===== src/cmt_pkg.sv =====
// ----------------------------------------------------------------------------
// cmt_pkg: shared types for the counted multiset table
// Command, status and cell operation codes, plus the structs that travel
// between the table control and the row of storage cells.
// ----------------------------------------------------------------------------
package cmt_pkg;

	localparam int KEY_W = 32;
	localparam int CNT_W = 7;

	typedef enum logic [1:0] {
		CMD_FIND     = 2'd0,
		CMD_FIND_ALL = 2'd1,
		CMD_ADD      = 2'd2,
		CMD_REMOVE   = 2'd3
	} cmd_t;

	typedef enum logic [1:0] {
		ST_OK   = 2'd0,
		ST_FULL = 2'd1,
		ST_SAT  = 2'd2,
		ST_MISS = 2'd3
	} status_t;

	// Operation applied by the cells for one cycle
	typedef enum logic [1:0] {
		OP_NONE  = 2'd0,
		OP_INC   = 2'd1,
		OP_DEC   = 2'd2,
		OP_ALLOC = 2'd3
	} op_t;

	// Broadcast from the control to every cell
	typedef struct packed {
		op_t              op;
		logic [KEY_W-1:0] key;
	} bcast_t;

	// Passed from each cell to its right-hand neighbor
	typedef struct packed {
		logic             hit;
		logic [CNT_W-1:0] count;
		logic             free_seen;
	} chain_t;

endpackage


===== src/cmt_cell.sv =====
// ----------------------------------------------------------------------------
// cmt_cell: one entry of the counted multiset table
// Holds a key, its duplicate count and a valid bit, compares against the
// broadcast key, and forwards hit, count and free status to its neighbor.
// ----------------------------------------------------------------------------
module cmt_cell (
	input  logic            clk,
	input  logic            arst_n,
	input  cmt_pkg::bcast_t bcast,
	input  cmt_pkg::chain_t chain_in,
	output cmt_pkg::chain_t chain_out,
	output logic            hit
);

	logic                      valid_q;
	logic [cmt_pkg::CNT_W-1:0] count_q;
	logic [cmt_pkg::KEY_W-1:0] key_q;
	logic                      hit_q;
	logic                      claim;

	// Claim this entry when it is the lowest free one
	assign claim = (bcast.op == cmt_pkg::OP_ALLOC) && !valid_q && !chain_in.free_seen;

	// Merge this cell into the chain
	always_comb begin
		chain_out.hit       = chain_in.hit | hit_q;
		chain_out.count     = chain_in.count | (hit_q ? count_q : '0);
		chain_out.free_seen = chain_in.free_seen | !valid_q;
	end

	assign hit = hit_q;

	// Compare, then update count and valid on the broadcast operation
	always_ff @(posedge clk or negedge arst_n) begin
		if (!arst_n) begin
			valid_q <= 1'b0;
			count_q <= '0;
			hit_q   <= 1'b0;
		end else begin
			hit_q <= valid_q && (key_q == bcast.key);
			unique case (bcast.op)
				cmt_pkg::OP_INC: begin
					if (hit_q) begin
						count_q <= count_q + 1'b1;
					end
				end
				cmt_pkg::OP_DEC: begin
					if (hit_q) begin
						if (count_q > 1) begin
							count_q <= count_q - 1'b1;
						end else begin
							count_q <= '0;
							valid_q <= 1'b0;
						end
					end
				end
				cmt_pkg::OP_ALLOC: begin
					if (claim) begin
						valid_q <= 1'b1;
						count_q <= cmt_pkg::CNT_W'(1);
					end
				end
				default: begin
				end
			endcase
		end
	end

	// Key store, written on allocation only
	always_ff @(posedge clk) begin
		if (claim) begin
			key_q <= bcast.key;
		end
	end

endmodule


===== src/counted_multiset_table_top.sv =====
// ----------------------------------------------------------------------------
// counted_multiset_table_top: bag of distinct keys with duplicate counts
// Each input transaction carries one command (tuser) and one key (tdata).
// Every command goes through these steps from acceptance to its first result:
// compare the key in all ENTRIES cells at once, gather hit, count and free
// status along the row of cells, and the first output cycle, in which the
// table is updated. Find, add and remove give one result; find_all gives
// one result per duplicate, one per output transaction. The next command is
// accepted once the last result of the current one has been taken. The row
// of cells is ripple connected, so ENTRIES sets the longest path.
// ----------------------------------------------------------------------------
module counted_multiset_table_top #(
	parameter int ENTRIES = 16,
	parameter int MAX_DUP = 64
) (
	input  logic        clk,
	input  logic        arst_n,
	input  logic        s_tvalid,
	output logic        s_tready,
	input  logic [31:0] s_tdata,  // [31:0] key
	input  logic [1:0]  s_tuser,  // [1:0] command
	output logic        m_tvalid,
	input  logic        m_tready,
	output logic [47:0] m_tdata,  // [31:0] value, [32] found, [39:33] dup_count,
	                              // [41:40] status, [47:42] zero
	output logic        m_tlast
);

	localparam logic [cmt_pkg::CNT_W-1:0] MAX_C = cmt_pkg::CNT_W'(MAX_DUP);

	typedef enum logic [3:0] {
		S_IDLE   = 4'b0001,
		S_MATCH  = 4'b0010,
		S_DECIDE = 4'b0100,
		S_EMIT   = 4'b1000
	} state_t;

	state_t                    state_q;
	cmt_pkg::cmd_t             cmd_q;
	logic [cmt_pkg::KEY_W-1:0] key_q;
	cmt_pkg::op_t              op_q;
	logic [cmt_pkg::KEY_W-1:0] value_q;
	logic                      found_q;
	logic [cmt_pkg::CNT_W-1:0] dup_q;
	cmt_pkg::status_t          status_q;
	logic [cmt_pkg::CNT_W-1:0] rem_q;

	cmt_pkg::bcast_t           bcast;
	cmt_pkg::chain_t           chain [ENTRIES+1];
	logic [ENTRIES-1:0]        hit_vec;

	logic                      c_hit;
	logic [cmt_pkg::CNT_W-1:0] c_cnt;
	logic                      c_full;

	cmt_pkg::op_t              d_op;
	logic [cmt_pkg::KEY_W-1:0] d_value;
	logic                      d_found;
	logic [cmt_pkg::CNT_W-1:0] d_dup;
	cmt_pkg::status_t          d_status;
	logic [cmt_pkg::CNT_W-1:0] d_rem;

	// Row of cells
	assign bcast.op  = op_q;
	assign bcast.key = key_q;
	assign chain[0]  = '0;

	for (genvar i = 0; i < ENTRIES; i++) begin : g_cell
		cmt_cell u_cell (
			.clk       (clk),
			.arst_n    (arst_n),
			.bcast     (bcast),
			.chain_in  (chain[i]),
			.chain_out (chain[i+1]),
			.hit       (hit_vec[i])
		);
	end

	assign c_hit  = chain[ENTRIES].hit;
	assign c_cnt  = chain[ENTRIES].count;
	assign c_full = !chain[ENTRIES].free_seen;

	// Decide the result and the cell operation
	always_comb begin
		d_op     = cmt_pkg::OP_NONE;
		d_value  = '0;
		d_found  = 1'b0;
		d_dup    = '0;
		d_status = cmt_pkg::ST_MISS;
		d_rem    = cmt_pkg::CNT_W'(1);
		unique case (cmd_q)
			cmt_pkg::CMD_FIND: begin
				if (c_hit) begin
					d_value  = key_q;
					d_found  = 1'b1;
					d_dup    = c_cnt;
					d_status = cmt_pkg::ST_OK;
				end
			end
			cmt_pkg::CMD_FIND_ALL: begin
				if (c_hit) begin
					d_value  = key_q;
					d_found  = 1'b1;
					d_dup    = c_cnt;
					d_status = cmt_pkg::ST_OK;
					priority if (c_cnt > MAX_C) begin
						d_rem = MAX_C;
					end else if (c_cnt == '0) begin
						d_rem = cmt_pkg::CNT_W'(1);
					end else begin
						d_rem = c_cnt;
					end
				end
			end
			cmt_pkg::CMD_ADD: begin
				if (c_hit) begin
					d_value = key_q;
					d_found = 1'b1;
					if (c_cnt >= MAX_C) begin
						d_dup    = MAX_C;
						d_status = cmt_pkg::ST_SAT;
					end else begin
						d_dup    = c_cnt + 1'b1;
						d_status = cmt_pkg::ST_OK;
						d_op     = cmt_pkg::OP_INC;
					end
				end else if (c_full) begin
					d_status = cmt_pkg::ST_FULL;
				end else begin
					d_dup    = cmt_pkg::CNT_W'(1);
					d_status = cmt_pkg::ST_OK;
					d_op     = cmt_pkg::OP_ALLOC;
				end
			end
			cmt_pkg::CMD_REMOVE: begin
				if (c_hit) begin
					d_value  = key_q;
					d_found  = 1'b1;
					d_dup    = c_cnt - 1'b1;
					d_status = cmt_pkg::ST_OK;
					d_op     = cmt_pkg::OP_DEC;
				end
			end
			default: begin
			end
		endcase
	end

	// Control sequence and result registers
	always_ff @(posedge clk or negedge arst_n) begin
		if (!arst_n) begin
			state_q <= S_IDLE;
			op_q    <= cmt_pkg::OP_NONE;
			rem_q   <= '0;
		end else begin
			op_q <= cmt_pkg::OP_NONE;
			unique case (state_q)
				S_IDLE: begin
					if (s_tvalid) begin
						state_q <= S_MATCH;
					end
				end
				S_MATCH: begin
					state_q <= S_DECIDE;
				end
				S_DECIDE: begin
					op_q    <= d_op;
					rem_q   <= d_rem;
					state_q <= S_EMIT;
				end
				S_EMIT: begin
					if (m_tready) begin
						rem_q <= rem_q - 1'b1;
						if (rem_q == cmt_pkg::CNT_W'(1)) begin
							state_q <= S_IDLE;
						end
					end
				end
				default: begin
					state_q <= S_IDLE;
				end
			endcase
		end
	end

	// Capture the command and hold the result payload
	always_ff @(posedge clk) begin
		if (s_tvalid && s_tready) begin
			cmd_q <= cmt_pkg::cmd_t'(s_tuser);
			key_q <= s_tdata;
		end
		if (state_q == S_DECIDE) begin
			value_q  <= d_value;
			found_q  <= d_found;
			dup_q    <= d_dup;
			status_q <= d_status;
		end
	end

	// Ports
	assign s_tready = (state_q == S_IDLE);
	assign m_tvalid = (state_q == S_EMIT);
	assign m_tlast  = (rem_q == cmt_pkg::CNT_W'(1));
	assign m_tdata  = {6'd0, status_q, dup_q, found_q, value_q};

`ifndef SYNTHESIS
	// Keys are distinct, so at most one cell may hit
	assert property (@(posedge clk) disable iff (!arst_n) $onehot0(hit_vec))
		else $error("more than one cell matched the key");

	// A cell operation lasts exactly one cycle
	assert property (@(posedge clk) disable iff (!arst_n)
		op_q != cmt_pkg::OP_NONE |=> op_q == cmt_pkg::OP_NONE)
		else $error("cell operation held for more than one cycle");

	// Input and output sides never overlap
	assert property (@(posedge clk) disable iff (!arst_n) !(s_tready && m_tvalid))
		else $error("input accepted while results pending");

	// While emitting, at least one result remains
	assert property (@(posedge clk) disable iff (!arst_n)
		state_q == S_EMIT |-> rem_q != '0)
		else $error("result counter empty during emit");
`endif

endmodule

===== config.mk =====
export PLATFORM = sky130hd
export DESIGN_NAME = counted_multiset_table_top
export DESIGN_NICKNAME = d
export VERILOG_FILES = /design/src/cmt_pkg.sv /design/src/cmt_cell.sv /design/src/counted_multiset_table_top.sv
export SDC_FILE = /design/constraint.sdc
export NUM_CORES = 1
export LEC_CHECK = 0
export BUFFER_PORTS_ARGS = -buffer_cell sky130_fd_sc_hd__buf_2
export CORE_UTILIZATION = 50
export DETAILED_ROUTE_END_ITERATION = 10
export MAX_ROUTING_LAYER = met4
export PLACE_DENSITY = 0.69
export SLEW_MARGIN = 20
export SYNTH_ARGS = -nofsm -noshare
export SYNTH_HDL_FRONTEND = slang
export SYNTH_SLANG_ARGS = --single-unit
export TNS_END_PERCENT = 1

===== constraint.sdc =====
create_clock -name clk -period 5.1 [get_ports clk]
set_clock_uncertainty 0.05 [all_clocks]
set_input_delay 0.255 -clock clk [delete_from_list [all_inputs] [get_ports clk]]
set_output_delay 0.255 -clock clk [all_outputs]
set_load 0.03 [all_outputs]

* After elaboration in Yosys (flattened, before gate mapping)
Index checks and enable logic that the tools add are counted.
** Word-level totals
- Bits of input ports :: 38
- Memories kept :: 0
- Latch bits :: 0
- Register bits after elaboration :: 745
- Output and inout port bits :: 51
- Bits in read-only memories :: 0
- Word-level logic and storage cells :: 576
- Memory bits (writable) :: 0
** Operators by class
- Magnitude comparators :: 18
- Multiplexer cells :: 191
- Eq/ne operators :: 94
- Divide/modulo/power cells :: 0
- Multiply operators :: 0
- Shift operators :: 0
- Reductions and logical operators :: 120
- Bitwise operators :: 45
- $add $sub $neg :: 35
** Operators with widths (count)
- $mux W7 :: 89
- $eq A32 B32 Y1 :: 16
- $pmux W7 S3 :: 17
- $reduce_and A4 Y1 :: 32
- $sub A7 B1 Y7 const B :: 18
- $add A7 B1 Y7 const B :: 17
- $gt A7 B1 Y1 const B :: 16
- $or A7 B7 Y7 :: 15
- $ne A2 B1 Y1 const B :: 50
- $mux W32 :: 2
- $mux W1 :: 53
- $logic_and A1 B1 Y1 :: 48
- $ne A2 B2 Y1 const B :: 17
- $pmux W1 S2 :: 16
- $logic_not A1 Y1 :: 30
- $or A1 B1 Y1 :: 30
- $pmux W4 S4 :: 1
- $mux W2 :: 7
- $pmux W7 S2 :: 1
- $mux W4 :: 3
- $eq A2 B2 Y1 const B :: 4
- $pmux W2 S2 :: 2
- $eq A7 B1 Y1 const B :: 1
- $ge A7 B7 Y1 const B :: 1
- 15 further kinds :: 17

* Longest topological paths before layout
Gate-level depths: netlist of run 1.
- Depth after elaboration :: 22
- Depth in mapped cells :: 11
- Mapped depth without buffers :: 9

* Modules after synthesis
From an unflattened synthesis of run 1, not the netlist that was laid out.
** Second synthesis, totals
- Cell total of the unflattened synthesis :: 3122
- Area, all modules :: 38474.4 sq um
** Modules (own cells, without submodules)
- cmt_cell (g_cell[0].u_cell ...) :: area each 2174.6 sq um, times used 15, cells each 179
- counted_multiset_table_top :: area each 3654.8 sq um, times used 1, cells each 253
- cmt_cell (g_cell[9].u_cell) :: area each 2200.9 sq um, times used 1, cells each 184

* Worst setup path after synthesis of run 1
OpenSTA, ideal clock, no wires.
- Path kind :: register -> register
- Start :: register g_cell[0].u_cell.valid_q
- End :: register g_cell[5].u_cell.count_q[6] (netlist name)
- Arrival :: 5.271 ns
- Clock period less this slack :: 5.436 ns
- Library setup time :: 0.116 ns
- Slack :: -0.336 ns
- Stages on the path, launching flop included :: 8
- Cells stage by stage :: dfrtp_1 -> clkbuf_2 -> nand4_1 -> nor4b_1 -> a21oi_1 -> nor2_1 -> nand2_1 -> o311ai_0
** On the way
- Word-level cells in the longest chain between the ends :: 9
** Ends and longest elaborated chain
- from (decl) :: RTL line cmt_cell.sv:15 : logic valid_q;
- from (signal assigned) :: RTL line cmt_cell.sv:36 : valid_q <= 1'b0;
- from (signal assigned) :: RTL line cmt_cell.sv:53 : valid_q <= 1'b0;
- from (signal assigned) :: RTL line cmt_cell.sv:59 : valid_q <= 1'b1;
- $logic_not A1 Y1 :: RTL line cmt_cell.sv:28 : chain_out.free_seen = chain_in.free_seen | !valid_q;
- $or A1 B1 Y1 (4 in a row) :: RTL line cmt_cell.sv:28
- $logic_not A1 Y1 :: RTL line cmt_cell.sv:22 : assign claim = (bcast.op == cmt_pkg::OP_ALLOC) && !valid_q && !chain_in.free_seen;
- $logic_and A1 B1 Y1 :: RTL line cmt_cell.sv:22
- named net g_cell[5].u_cell.claim :: RTL line cmt_cell.sv:19 : logic claim;
- $ne A2 B1 Y1 (no line)
- $reduce_and A4 Y1 (no line)
- to (signal assigned) :: RTL line cmt_cell.sv:44 : count_q <= count_q + 1'b1;
- to (signal assigned) :: RTL line cmt_cell.sv:50 : count_q <= count_q - 1'b1;
- to (signal assigned) :: RTL line cmt_cell.sv:60 : count_q <= cmt_pkg::CNT_W'(1);
- to (decl) :: RTL line cmt_cell.sv:16 : logic [cmt_pkg::CNT_W-1:0] count_q;
The timed path passes the listed nets, and every way through them passes these cells.
A chain may end at the register's enable or synchronous reset.

* Worst setup path after layout of run 1
- Start :: register key_q[9] (netlist name)
- End :: register g_cell[6].u_cell.hit_q
** On the way
- Word-level cells in the longest chain between the ends :: 2
** Ends and longest elaborated chain
- from (decl) :: RTL line counted_multiset_table_top.sv:40 : logic [cmt_pkg::KEY_W-1:0] key_q;
- from (signal assigned) :: RTL line counted_multiset_table_top.sv:190 : key_q <= s_tdata;
- $eq A32 B32 Y1 :: RTL line cmt_cell.sv:40 : hit_q <= valid_q && (key_q == bcast.key);
- $logic_and A1 B1 Y1 :: RTL line cmt_cell.sv:40
- to (signal assigned) :: RTL line cmt_cell.sv:40
- to (decl) :: RTL line cmt_cell.sv:18 : logic hit_q;
No other way between the ends.

==> out/results.ini, run 1 <==
[worst_setup_path]
worstPathRequired_ns=5.49
timing.critical_path.cells=buf_4, xnor2_1, nand4_1, nor4_1, nand4_1, nor4_1
critPathMaxFanout=15
regToRegSetupSlack_ns=1.68
cp-start-kind=flop
reg2reg_depth=6
path_class=flop to flop
crit_slowest_cell=edfxtp_1
slowest_delay_ns=0.96
crit_start=key_q[9]$_DFFE_PP_
regToRegEndpoint=g_cell[6].u_cell.hit$_DFF_PN0_
reg2reg_from=key_q[9]$_DFFE_PP_
endpoint_kind=flop
critPathArrivalTime_ns=3.81

[timing]
tightest_slew_ns=1.07
finalHoldViolCount=0
fmax_mhz=293
slew_headroom_pct=28.4
setup_viol=0
finalSetupTns_ns=0
rsz0062_at_grt=no
hold_slack_ns=0.226
min_period_ns=3.42
report.final.slew_viol_count=0
finalCritPeriodShare_pct=67.0

[floorplanning]
ios=89
fp.dieW_microns=268
row_count=97
start_util_pct=50.6
die_h_microns=268
coreArea_sq_um=70000
fp.dieArea_sq_um=71900

[layout]
synthToLayoutAreaGrowth_pct=12.9
fin_nets=3082
layout_commonest_cell=edfxtp_1
finalNonFillerCells=3996
final_cell_mix=edfxtp_1 (588), xnor2_1 (455), dfrtp_1 (155)
fill_cells=5645
design_area_sq_um=40000
fin_util_pct=57.1
drive_above_1_share_pct=10.5

[routing]
detail_route.wl_per_cell_microns=23.3
routed_wl_mm=92.9
detail_route.first_pass.iterations=6
final_antenna_net_count=0
drc_errors=0
vias=24167
avgViaCountPerCell=6.05
drt_iter0_drc=2471

[global_route]
first_global_vias=23156
antenna_found_initial=3
overflow=0
grt_max_degree=86
gr-usage-all-layers_pct=26.8
grt_pass1_wl_mm=141

[placement]
place_congestion=0.951
placed_cell_area_sq_um=37100
dp_hpwl_mm=60.1
dp_cells=3813
portBuffers=82

[yosys]
ys.flop_type=edfxtp_1
synth_edf_count=588
seq_area_frac_synth_pct=61.0
syn_inst=2880
async_flop_share_pct=21.1
avgSynthCellArea_sq_um=12.3
ys_warn_count=0
synth_cell_types=72
syn_area_sq_um=35400
ys_ff_latch=745

[power_and_ir_drop]
static-leakage-power_nw=13.3
irDropWorstVdd_mv=0.339
p_per_area_nw_per_um2=375

[clock_network]
htreeDepth=3
cts_buffer_depth=3
cts.sinks=745
clk_pin_slew_worst_paths_ns=0.06
cts_tree=done
root_buffer=clkbuf_16
clk_latency_ns=0.66
cts_buffers=79
cts_setup_buffers=0

[run]
maxCapViolCount=0

[hold_path]
hp-class=input port to asynchronous set/reset pin

[run_status]
status=completed

==> cell families (layout without fill, tap and decap cells) <==
logic type	count (synthesis)	in the layout	share of synthesized area (%)
multiplexers	20	20	0.572
buffers and inverters	242	411	2.71
adder cells (fa/ha/maj)	53	53	1.87
other	1	8	0.0106
flip-flops	745	745	61.0
AND/OR/NAND/NOR	787	787	11.8
AO/OA/AOI/OAI	509	509	9.09
XOR/XNOR	523	523	12.9
==> layer usage <==
layer  vias up  global-route usage [%]  wire length (microns)
li1      10843                       -                      -
met1     12136                    35.6                  38800
met5         -                       -                      0
met4         0                    10.3                   3460
met2       974                    41.9                  44400
met3       214                    3.61                   6290
==> metrics by stage <==
stage / power [W] / worst slack (ns)
after CTS: 0.0151 / 1.71
final: 0.0150 / 1.68
after detailed placement: 0.00959 / 1.76
after global placement: 0.00953 / 1.78
after global routing: 0.0154 / 1.61
after floorplan: 0.00863 / -0.109
==> power breakdown <==
part	leakage (nW)	switching, W	internal (W)
registers	7.42	0.000254	0.00695
clock network	1.18	0.00244	0.00304
logic	4.73	0.00146	0.000834
total	13.3	0.00415	0.0108
==> sequential cells by signal (all words and copies together), names as in the netlist, 4 cells and up <==
signal                 cells
value_q                   32
state_q                    4
g_cell.u_cell.key_q      512
g_cell.u_cell.count_q    112
dup_q                      7
key_q                     32
rem_q                      7
g_cell.u_cell.valid_q     16
g_cell.u_cell.hit         16
==> how the worst max path moves through the flow <==
stage	end	depth (start not counted)
after global placement	g_cell[6].u_cell.hit$_DFF_PN0_	6
after CTS	g_cell[6].u_cell.hit$_DFF_PN0_	6
after floorplan	g_cell[6].u_cell.count_q[4]$_DFFE_PN0P_	8
after global routing	g_cell[5].u_cell.count_q[6]$_DFFE_PN0P_	8
after detailed placement	g_cell[6].u_cell.hit$_DFF_PN0_	6
final	g_cell[6].u_cell.hit$_DFF_PN0_	6
==> synth_stat cells, drive strengths merged (4+ instances only) <==
cell,number,area [sq um]
o211ai,21,158
o21ai,147,736
o32ai,4,35.0
edfxtp,588,17700
a221oi,16,140
o21bai,4,30.0
a22oi,33,248
nand4,127,810
nand3b,5,37.5
and4,8,70.1
mux2i,18,180
o311ai,4,35.0
buf,27,151
nand2,116,435
o22ai,9,56.3
xnor2,455,3990
inv,57,214
nand3,89,445
and3,10,62.6
clkbuf,156,588
nor4b,8,76.3
nand2b,23,144
o21a,5,37.5
a21o,22,165
xor2,68,596
o221ai,25,219
a22o,23,201
dfrtp,156,3900
a32oi,5,43.8
nor3b,13,97.6
a211oi,6,45.0
nand4b,4,35.0
or3,13,81.3
nor4,71,450
nor2b,10,62.6
and2,40,250
ha,52,651
a21oi,142,714
nor3,104,542
or2,10,62.6
nor2,132,495
a31oi,17,106
a21boi,4,30.0
==> cell type report <==
cell class	count	area (sq um)	share of cell area (%)
Timing Repair Buffer	209	1540	3.85
Sequential cell	745	21600	54.0
Multi-Input combinational cell	1898	13000	32.5
Clock buffer	96	2040	5.11
Antenna cell	2	5.00	0.0125
Tap cell	940	1180	2.94
Inverter	59	221	0.554
Clock inverter	47	412	1.03
==> critical path: cells and delay by family (launching register included) <==
kind	cells	cell delay (ns)
xor+xnor	1	0.14
buf+inv	1	0.35
simple gates	4	1.71
flops	1	0.96
==> what timing repair did <==
action,in CTS,in global routing
hold buffers,38,0
endpoints found under the hold margin,121,0
resized for setup,0,0
Power figures use the tool's default switching activity.
==> run 2: changes to the inputs <==
--- a/config.mk
+++ b/config.mk
@@ -5,6 +5,7 @@
 export SDC_FILE = /design/constraint.sdc
 export NUM_CORES = 1
 export LEC_CHECK = 0
+export ABC_AREA = 1
 export BUFFER_PORTS_ARGS = -buffer_cell sky130_fd_sc_hd__buf_2
 export CORE_UTILIZATION = 50
 export DETAILED_ROUTE_END_ITERATION = 10
==> constraint.sdc (replaced) <==
create_clock -name clk -period 3.1 [get_ports clk]
set_clock_uncertainty 0.05 [all_clocks]
set_input_delay 0.155 -clock clk [delete_from_list [all_inputs] [get_ports clk]]
set_output_delay 0.155 -clock clk [all_outputs]
set_load 0.03 [all_outputs]
==> out/results.ini, run 2 <==
[worst_setup_path]
regToRegEndpoint=dup_q[6]$_DFFE_PP_
critPathMaxFanout=7
critPathArrivalTime_ns=3.03
reg2reg_depth=11
timing.critical_path.cells=inv_1, o22ai_1, nor2_1, nand4_1, inv_1, ha_1, nand2_1, nor2_1, nand2_1, xor2_1, o21ai_1
worstPathRequired_ns=3.42
path_class=flop to flop
cp-start-kind=flop
endpoint_kind=flop
reg2reg_from=g_cell[8].u_cell.hit$_DFF_PN0_
crit_family=simple AND/OR/NAND/NOR gates
slowest_delay_ns=0.47
regToRegSetupSlack_ns=0.40
crit_slowest_cell=dfrtp_1
crit_start=g_cell[8].u_cell.hit$_DFF_PN0_
path_buf_inv=2

[global_route]
gr-usage-all-layers_pct=31.3
antenna_found_initial=6
first_global_vias=26220
grt_pass1_wl_mm=165
overflow=0
grt_max_degree=68

[yosys]
synthTopCellsByCount=nand2_1 (598), edfxtp_1 (588), inv_1 (292)
synthTopCellsByArea=edfxtp_1 (49%), dfrtp_1 (11%), nand2_1 (6.2%)
ys_ff_latch=745
syn_area_sq_um=36000
syn_inst=3452
synth.top_cell.area_share_pct=49.1
synth_edf_count=588
synth_cell_types=61
synth.most_common_cell=nand2_1
yosys.area.top_type=edfxtp_1
avgSynthCellArea_sq_um=10.4
async_flop_share_pct=21.1
seq_area_frac_synth_pct=60.0
ys_warn_count=0
ys.flop_type=edfxtp_1

[floorplanning]
fp.dieArea_sq_um=73000
ios=89
row_count=97
fp.dieW_microns=270
start_util_pct=50.9
die_h_microns=270
coreArea_sq_um=70600

[routing]
wl_met1_mm=44.0
detail_route.wl_per_cell_microns=23.8
vias=27899
final_antenna_net_count=0
drc_errors=0
drt_iter0_drc=3474
maxUsedRoutingLayer=met4
avgViaCountPerCell=5.98
wl_met2_mm=50.6
routed_wl_mm=111
detail_route.first_pass.iterations=6
wl_met3_mm=10.7

[layout]
reg_top3=g_cell.u_cell.key_q: 512 flops, g_cell.u_cell.count_q: 112 flops
layout_commonest_cell=nand2_1
fin_nets=3753
design_area_sq_um=41100
final_cell_mix=nand2_1 (598), edfxtp_1 (588), inv_1 (291)
largest_reg_flops=512
drive_above_1_share_pct=12.8
regMostFlops=g_cell.u_cell.key_q
synthToLayoutAreaGrowth_pct=14.4

[run_status]
status=completed

[clock_network]
root_buffer=clkbuf_16
cts.sinks=745
cts_tree=done
htreeDepth=3
clk_pin_slew_worst_paths_ns=0.06
clk_latency_ns=0.64
cts_buffer_depth=3
cts_setup_buffers=0
cts_buffers=79

[timing]
report.final.slew_viol_count=0
setup_viol=0
fmax_mhz=370
finalCritPeriodShare_pct=87.2
tightest_slew_ns=0.846
finalHoldViolCount=0
min_period_ns=2.70
rsz0062_at_grt=no
slew_headroom_pct=43.2
fin_ws_ns=0.397

[placement]
dp_hpwl_mm=74.6
place_congestion=0.963
placed_cell_area_sq_um=38300
place_ws_ns=0.477
portBuffers=82

[hold_path]
hp-class=input port to asynchronous set/reset pin

[run]
maxCapViolCount=0

[power_and_ir_drop]
p_per_area_nw_per_um2=617
irDropWorstVdd_mv=0.669
static-leakage-power_nw=15.7

-- run 2: where the power goes --
part	switching, W	internal (W)
sequential	0.000197	0.0114
combinational	0.00325	0.00123
clock	0.00404	0.00522
total	0.00748	0.0179
-- run 2: logic make-up (layout without fill, tap and decap cells) --
family / after synthesis / count (layout) / share of synthesized area (%)
compound gates: 715 / 715 / 12.4
xor+xnor: 210 / 210 / 5.11
fa+ha+maj: 52 / 52 / 1.81
buf+inv: 449 / 714 / 4.93
flops: 745 / 745 / 60.0
mux: 1 / 1 / 0.0313
other cells: 1 / 8 / 0.0104
simple gates: 1279 / 1279 / 15.7
-- run 2: final cells by class --
| type | instances | area, sq um |
|---|---|---|
| Multi-Input combinational cell | 2263 | 12700 |
| Clock inverter | 38 | 360 |
| Inverter | 312 | 1170 |
| Sequential cell | 745 | 21600 |
| Timing Repair Buffer | 262 | 2000 |
| Clock buffer | 102 | 2130 |
| Fill cell | 5901 | 29500 |
| Antenna cell | 2 | 5.00 |
| Tap cell | 940 | 1180 |
-- run 2: repair_timing --
action	4_1_cts	5_1_grt
hold endpoints to repair	101	0
hold buffers	38	0
resized for setup	0	0
-- run 2: per-layer routing --
metal  GRT usage (%)  up-vias
met4            13.6        0
met5               -        -
met1            41.4    13402
li1                -    12652
met2            48.2     1516
met3            4.63      329
-- run 2: worst max path at each step --
| stage | to | cells past startpoint | slack (ns) |
|---|---|---|---|
| final | dup_q[6]$_DFFE_PP_ | 11 | 0.40 |
| after global placement | dup_q[6]$_DFFE_PP_ | 11 | 0.53 |
| after detailed placement | dup_q[6]$_DFFE_PP_ | 11 | 0.48 |
| after CTS | dup_q[6]$_DFFE_PP_ | 11 | 0.44 |
| after floorplan | g_cell[5].u_cell.count_q[5]$_DFFE_PN0P_ | 11 | -0.92 |
| after global routing | dup_q[6]$_DFFE_PP_ | 11 | 0.26 |
-- run 2: metrics by stage --
step | util, % | power [W] | hold slack [ns] | TNS, ns | cells
final | 58.3 | 0.0254 | 0.112 | 0 | 4664
after global routing | 58.3 | 0.0260 | 0.142 | 0 | 4664
after floorplan | - | 0.0140 | -0.191 | -70.34 | 3457
after CTS | 58.2 | 0.0253 | 0.117 | 0 | 4662
after detailed placement | 54.2 | 0.0161 | 0.198 | 0 | 4484
after global placement | 54.2 | 0.0161 | 0.193 | 0 | 4484
